===== src/hw/rtl/gclu_pkg.sv =====
// ----------------------------------------------------------------------------
// gclu_pkg
// Shared types for the gcd/lcm unit: sequencer state encoding.
// ----------------------------------------------------------------------------
`default_nettype none

package gclu_pkg;

  typedef enum logic [2:0] {
    ST_IDLE,
    ST_GCD,
    ST_MULB,
    ST_DIV,
    ST_MULL,
    ST_DONE
  } state_t;

endpackage

`default_nettype wire


===== src/hw/rtl/gcd_lcm_unit.sv =====
// ----------------------------------------------------------------------------
// gcd_lcm_unit
// GCD, wrapped LCM and product-overflow flag of two unsigned operands, worked
// out on one shared add/subtract unit under a small sequencer.
// ----------------------------------------------------------------------------
// Sequence: accept, binary-GCD steps, a*b on the shared adder (its high half
//   gives the flag), restoring divide of a by the GCD, then (a/g)*b for the
//   wrapped LCM; one zero operand skips straight to the result.
// Flow: one transaction at a time; multiply and restoring divide use the
//   shared adder for one bit a cycle, and GCD steps use it to subtract.
// Reset: synchronous active-low rst_n returns the sequencer to idle.
`default_nettype none

module gcd_lcm_unit #(
  parameter int DATA_WIDTH = 64
) (
  input  wire                   clk,
  input  wire                   rst_n,
  input  wire                   in_valid,
  output logic                  in_ready,
  input  wire  [DATA_WIDTH-1:0] in_operand_a,
  input  wire  [DATA_WIDTH-1:0] in_operand_b,
  output logic                  out_valid,
  input  wire                   out_ready,
  output logic [DATA_WIDTH-1:0] out_gcd_value,
  output logic [DATA_WIDTH-1:0] out_lcm_value,
  output logic                  out_product_overflows
);

  localparam int W  = DATA_WIDTH;
  localparam int KW = $clog2(DATA_WIDTH);
  localparam int CW = $clog2(DATA_WIDTH);

  gclu_pkg::state_t state_r, state_nxt;

  logic [W-1:0]  a_r, a_nxt, b_r, b_nxt;
  logic [W-1:0]  u_r, u_nxt, v_r, v_nxt;
  logic [KW-1:0] k_r, k_nxt;
  logic [W-1:0]  g_r, g_nxt;
  logic [W-1:0]  hi_r, hi_nxt, lo_r, lo_nxt;
  logic [W-1:0]  mcand_r, mcand_nxt;
  logic          ovf_r, ovf_nxt;
  logic [CW-1:0] cnt_r, cnt_nxt;

  // shared add/subtract unit
  logic [W+1:0] alu_x, alu_y, alu_res;
  logic         alu_sub;

  logic         in_acc, zero_op, u_ge_v, u_eq_v, cnt_last;
  logic [W:0]   div_shift;

  assign in_acc   = in_valid && in_ready;
  assign zero_op  = (in_operand_a == '0) || (in_operand_b == '0);
  assign u_ge_v   = (u_r >= v_r);
  assign u_eq_v   = (u_r == v_r);
  assign cnt_last = (cnt_r == '0);
  assign div_shift = {hi_r, lo_r[W-1]};

  assign alu_res = alu_sub ? (alu_x - alu_y) : (alu_x + alu_y);

  // operand select for the shared unit
  always_comb begin
    alu_sub = 1'b0;
    alu_x   = '0;
    alu_y   = '0;
    unique case (state_r)
      gclu_pkg::ST_GCD: begin
        alu_sub = 1'b1;
        alu_x   = u_ge_v ? {2'b00, u_r} : {2'b00, v_r};
        alu_y   = u_ge_v ? {2'b00, v_r} : {2'b00, u_r};
      end
      gclu_pkg::ST_MULB, gclu_pkg::ST_MULL: begin
        alu_x = {2'b00, hi_r};
        alu_y = lo_r[0] ? {2'b00, mcand_r} : '0;
      end
      gclu_pkg::ST_DIV: begin
        alu_sub = 1'b1;
        alu_x   = {1'b0, div_shift};
        alu_y   = {2'b00, g_r};
      end
      default: begin
        alu_sub = 1'b0;
      end
    endcase
  end

  // next state
  always_comb begin
    state_nxt = state_r;
    unique case (state_r)
      gclu_pkg::ST_IDLE: begin
        if (in_acc) state_nxt = zero_op ? gclu_pkg::ST_DONE : gclu_pkg::ST_GCD;
      end
      gclu_pkg::ST_GCD: begin
        if (u_eq_v) state_nxt = gclu_pkg::ST_MULB;
      end
      gclu_pkg::ST_MULB: begin
        if (cnt_last) state_nxt = gclu_pkg::ST_DIV;
      end
      gclu_pkg::ST_DIV: begin
        if (cnt_last) state_nxt = gclu_pkg::ST_MULL;
      end
      gclu_pkg::ST_MULL: begin
        if (cnt_last) state_nxt = gclu_pkg::ST_DONE;
      end
      gclu_pkg::ST_DONE: begin
        if (out_ready) state_nxt = gclu_pkg::ST_IDLE;
      end
      default: state_nxt = gclu_pkg::ST_IDLE;
    endcase
  end

  // datapath and outputs
  always_comb begin
    a_nxt     = a_r;
    b_nxt     = b_r;
    u_nxt     = u_r;
    v_nxt     = v_r;
    k_nxt     = k_r;
    g_nxt     = g_r;
    hi_nxt    = hi_r;
    lo_nxt    = lo_r;
    mcand_nxt = mcand_r;
    ovf_nxt   = ovf_r;
    cnt_nxt   = cnt_r;
    in_ready  = (state_r == gclu_pkg::ST_IDLE);
    out_valid = (state_r == gclu_pkg::ST_DONE);
    unique case (state_r)
      gclu_pkg::ST_IDLE: begin
        if (in_acc) begin
          a_nxt   = in_operand_a;
          b_nxt   = in_operand_b;
          u_nxt   = in_operand_a;
          v_nxt   = in_operand_b;
          k_nxt   = '0;
          // one operand zero: gcd is the other, lcm and flag are zero
          g_nxt   = in_operand_a | in_operand_b;
          lo_nxt  = '0;
          ovf_nxt = 1'b0;
        end
      end
      gclu_pkg::ST_GCD: begin
        if (u_eq_v) begin
          g_nxt     = u_r << k_r;
          hi_nxt    = '0;
          lo_nxt    = b_r;
          mcand_nxt = a_r;
          cnt_nxt   = CW'(W - 1);
        end else if (!u_r[0] && !v_r[0]) begin
          u_nxt = u_r >> 1;
          v_nxt = v_r >> 1;
          k_nxt = k_r + KW'(1);
        end else if (!u_r[0]) begin
          u_nxt = u_r >> 1;
        end else if (!v_r[0]) begin
          v_nxt = v_r >> 1;
        end else if (u_ge_v) begin
          u_nxt = alu_res[W-1:0];
        end else begin
          v_nxt = alu_res[W-1:0];
        end
      end
      gclu_pkg::ST_MULB, gclu_pkg::ST_MULL: begin
        // shift-add: accumulate into the high half, shift the pair right
        hi_nxt  = alu_res[W:1];
        lo_nxt  = {alu_res[0], lo_r[W-1:1]};
        cnt_nxt = cnt_r - CW'(1);
        if (cnt_last && (state_r == gclu_pkg::ST_MULB)) begin
          ovf_nxt = (alu_res[W:1] != '0);
          hi_nxt  = '0;
          lo_nxt  = a_r;
          cnt_nxt = CW'(W - 1);
        end
      end
      gclu_pkg::ST_DIV: begin
        // restoring divide of a by g, quotient builds in lo
        cnt_nxt = cnt_r - CW'(1);
        if (!alu_res[W+1]) begin
          hi_nxt = alu_res[W-1:0];
          lo_nxt = {lo_r[W-2:0], 1'b1};
        end else begin
          hi_nxt = div_shift[W-1:0];
          lo_nxt = {lo_r[W-2:0], 1'b0};
        end
        if (cnt_last) begin
          mcand_nxt = {lo_r[W-2:0], !alu_res[W+1]};
          hi_nxt    = '0;
          lo_nxt    = b_r;
          cnt_nxt   = CW'(W - 1);
        end
      end
      gclu_pkg::ST_DONE: begin
        out_valid = 1'b1;
      end
      default: begin
        in_ready = 1'b0;
      end
    endcase
  end

  always_ff @(posedge clk) begin
    if (!rst_n) begin
      state_r <= gclu_pkg::ST_IDLE;
    end else begin
      state_r <= state_nxt;
    end
  end

  always_ff @(posedge clk) begin
    a_r     <= a_nxt;
    b_r     <= b_nxt;
    u_r     <= u_nxt;
    v_r     <= v_nxt;
    k_r     <= k_nxt;
    g_r     <= g_nxt;
    hi_r    <= hi_nxt;
    lo_r    <= lo_nxt;
    mcand_r <= mcand_nxt;
    ovf_r   <= ovf_nxt;
    cnt_r   <= cnt_nxt;
  end

  assign out_gcd_value         = g_r;
  assign out_lcm_value         = lo_r;
  assign out_product_overflows = ovf_r;

endmodule

`default_nettype wire


===== config.mk =====
export PLATFORM = sky130hd
export DESIGN_NAME = gcd_lcm_unit
export DESIGN_NICKNAME = d
export VERILOG_FILES = /design/src/hw/rtl/gclu_pkg.sv /design/src/hw/rtl/gcd_lcm_unit.sv
export SDC_FILE = /design/constraint.sdc
export NUM_CORES = 2
export LEC_CHECK = 0
export ABC_AREA = 1
export BUFFER_PORTS_ARGS = -buffer_cell sky130_fd_sc_hd__buf_4
export CAP_MARGIN = 20
export CORE_ASPECT_RATIO = 1.25
export CORE_MARGIN = 3
export CORE_UTILIZATION = 60
export CTS_BUF_LIST = sky130_fd_sc_hd__clkbuf_4
export DETAILED_ROUTE_END_ITERATION = 8
export PLACE_DENSITY = 0.83
export SLEW_MARGIN = 10
export SYNTH_ARGS = -nofsm -noshare
export SYNTH_HDL_FRONTEND = slang
export SYNTH_SLANG_ARGS = --single-unit

===== constraint.sdc =====
create_clock -name clk -period 10.43 [get_ports clk]
set_input_delay 1.043 -clock clk [delete_from_list [all_inputs] [get_ports clk]]
set_output_delay 1.043 -clock clk [all_outputs]
set_load 0.02 [all_outputs]

==> results.txt <==
----------------------------------------------------
[Floorplanning]
  Number of core rows ... 104
  Top-level port count ... 263
  Die Wd ... 236 um
  Core Region ... 0.0649 mm^2
  Vertical die dimension ... 293 um
  Die area ... 0.0692 mm^2
  Initial Utilization ... 61.0%

[Layout]
  End-of-flow core utilization ... 67.1%
  Sequential cell area ... 0.0158 mm^2
  Fillers ... 5716
  Layout area overhead ... 10.0%
  Area of the multi-input gates ... 0.0205 mm^2
  Area of all placed cells without fillers ... 0.0436 mm^2
  Post-layout net count ... 5558
  Leading cell type in the layout, fill and taps excluded ... sky130_fd_sc_hd__nand2_1
  Top library cells by usage in the layout, fill and taps aside ... sky130_fd_sc_hd__nand2_1, sky130_fd_sc_hd__inv_1, sky130_fd_sc_hd__edfxtp_1
  Fraction of layout instances using a drive strength above 1 ... 12.0%

[Drt]
  1st-iter DRT viols ... 7016
  Routed via count ... 41600
  Routed vias/inst ... 6.67
  Total routed wirelength ... 164000 um
  Post-DRT Antenna Nets ... 0
  Routed wire per std cell ... 26.3 um
  Drc violations ... 0
  Number of optimization iterations in the first detailed-route pass ... 8

[STA]
  Setup ws final ... 305 ps
  Fmax ... 98.8 MHz
  Setup repair after global routing missed its margin ... no
  Tcrit/Tclk final ... 97.1%
  Setup-violating endpoint count in the final report ... 0
  Worst clock skew ... 91.3 ps
  Clock period minus final worst setup slack ... 10120 ps
  Transition at the pin with the smallest max-transition slack ... 1200 ps
  Setup TNS ... 0 ps
  Max-slew headroom ... 19.5%
  Number of failing hold endpoints at the final stage ... 0
  Number of max-slew violations in the final report ... 0

[Logic synthesis]
  Syn_area_per_cell ... 7.72 um^2
  Number of standard cells after synthesis ... 5133
  Register bit count reported by yosys ... 528
  Mapped Nets ... 5401
  Number of distinct library cells after synthesis ... 59
  Yosys warning total ... 0
  Async set-reset flop share out of synthesis ... 0%
  Number of synthesized flops with an enable pin ... 525
  Commonest register cell after synthesis ... sky130_fd_sc_hd__edfxtp_1
  Netlist area before placement ... 0.0396 mm^2
  Portion of the post-synthesis area used by sequential elements ... 39.9%

[Setup path]
  CP delay by family, top ... simple AND/OR/NAND/NOR gates
  Peak per-stage delay on the critical path ... 780 ps
  Critical Path Source Type ... register
  CP Capture Type ... register
  Maximum fanout encountered on the critical timing path ... 98
  Required time of the critical path ... 11230 ps
  Count of cell instances traversed by the critical path ... 41
  Crit path DAT ... 10920 ps
  Worst setup slack for register-to-register paths ... 310 ps
  Crit Reg-Reg Endpoint ... out_lcm_value[0]
  Worst Setup EP ... out_lcm_value[0]
  Max stage delay cell, worst path ... sky130_fd_sc_hd__nand3_2
  Buf/Inv on CP ... 6
  Reg2reg start ... u_r[0]
  Startpoint-to-endpoint class of the critical path ... reg -> reg
  Most common cell type on the critical path ... sky130_fd_sc_hd__nand2_1
  Worst Reg2Reg Path Length in Cells ... 41
  Launching instance or port of the critical path ... u_r[0]

[Clock tree]
  Clk_lat worst skew ... 1080 ps
  CTS Buf Count ... 143
  CTS Root Cell ... sky130_fd_sc_hd__clkbuf_4
  Post-CTS repair timing setup buffer count ... 0
  TritonCTS clock tree ... done
  Count of cells resized by post-cts repair ... 0
  Maximum level of the CTS H-tree ... 4
  Clock transition at the register clock pins on the worst setup and hold paths after CTS ... 70 ps
  CTS Sinks ... 528
  Count of hold-fix buffers inserted at cts ... 0
  CTS Buffer Depth ... 3

[Place]
  Count of port buffers added during placement ... 262
  Cell Area, Placed ... 0.0419 mm^2
  GP Congestion ... 1.08
  Worst setup slack before clock tree synthesis ... 865 ps
  HPWL after DPL ... 123000 um

[Worst hold path]
  Type of the worst min-delay path ... in -> reg

[Flow run]
  Max-capacitance violation count ... 0

[Global routing]
  Pin count of the biggest net entering global routing ... 147
  Initial antenna violation count ... 4
  Overall routing resource usage ... 45.7%
  Remaining global-route overflow ... 0
  Wire length of the first global-routing pass ... 238000 um
  Vias in the first global route ... 38400

[Run status]
  Run status ... complete, no violations

----------------------------------------------------
## cell families (layout without fill, tap and decap cells)
kind of cell | after synthesis | in the layout | synth area share [%]
other cells | 0 | 8 | 0
simple gates | 2102 | 2102 | 23.1
flops | 528 | 528 | 39.9
xor+xnor | 114 | 114 | 2.52
fa+ha+maj | 136 | 136 | 4.31
compound gates | 1303 | 1303 | 19.4
mux | 83 | 83 | 2.10
buf+inv | 867 | 1113 | 8.71
## stage by stage
stage                     hold slack [ps]  std cells
after global routing                  160       6230
after global placement                533       5993
after CTS                             102       6227
after floorplan                       513       5133
after detailed placement              540       5993
final                                 164       6235
## flip-flops by register name (all words and copies together), names as in the netlist
| register | count |
|---|---|
| b_r | 64 |
| mcand_r | 64 |
| a_r | 64 |
| hi_r | 64 |
| cnt_r | 6 |
| out_product_overflows | 1 |
| v_r | 64 |
| out_gcd_value | 64 |
| state_r | 3 |
| k_r | 6 |
| out_lcm_value | 64 |
| u_r | 64 |
## area by class of cell
| type | instances | share of cell area [%] |
|---|---|---|
| diodes | 8 | 0.0459 |
| clock buffers | 198 | 3.41 |
| clock inverters | 36 | 0.502 |
| inverters | 561 | 4.86 |
| multi-input cells | 3738 | 46.9 |
| flip-flops and latches | 528 | 36.3 |
| well taps | 848 | 2.43 |
| repair buffers | 318 | 5.53 |
## worst reg2reg max path: cells and delay by family, from the launching register on
family / cells / cell delay, ps
buffers and inverters: 6 / 1700
DFF: 1 / 360
AOI/OAI and AO/OA: 7 / 1670
adders and majority gates: 3 / 960
and+or+nand+nor: 24 / 4880
xor gates and xnor gates: 1 / 320
## worst min-delay path by stage
stage	startpoint	to	slack, ps	cells after the start
after floorplan	state_r[1]	state_r[1]	510	2
after global placement	a_r[10]	mcand_r[10]	530	2
after detailed placement	a_r[24]	mcand_r[24]	540	2
after CTS	in_operand_a[57]	a_r[57]	100	1
after global routing	in_operand_b[58]	b_r[58]	160	1
final	in_operand_b[3]	b_r[3]	160	1
## Yosys cell counts (32+ instances only)
master | n | area (um^2)
sky130_fd_sc_hd__ha_1 | 135 | 1690
sky130_fd_sc_hd__o21ai_0 | 518 | 2590
sky130_fd_sc_hd__edfxtp_1 | 525 | 15800
sky130_fd_sc_hd__nand4_1 | 41 | 257
sky130_fd_sc_hd__nand2_1 | 1061 | 3980
sky130_fd_sc_hd__o211ai_1 | 74 | 556
sky130_fd_sc_hd__inv_1 | 551 | 2070
sky130_fd_sc_hd__clkbuf_1 | 241 | 905
sky130_fd_sc_hd__mux2i_1 | 83 | 831
sky130_fd_sc_hd__nor4_1 | 39 | 244
sky130_fd_sc_hd__a21oi_1 | 385 | 1930
sky130_fd_sc_hd__nand3_1 | 525 | 2630
sky130_fd_sc_hd__xor2_1 | 69 | 604
sky130_fd_sc_hd__xnor2_1 | 45 | 394
sky130_fd_sc_hd__nor2_1 | 313 | 1170
sky130_fd_sc_hd__a22oi_1 | 39 | 293
sky130_fd_sc_hd__or2_2 | 32 | 200
sky130_fd_sc_hd__o221ai_1 | 100 | 876
## per-layer routing
layer  global-route usage [%]  up-vias  share of wire [%]
met3                     15.7      473                 16
met1                     61.8    19300                 37
li1                         -    18400                  -
met2                     65.5     3504                 41
met4                     22.8        0                5.7
met5                        0        -                  0
Power is left out: the tool's default activity adds up to more than one toggle a clock period on the data nets, which glitch-free logic cannot reach.
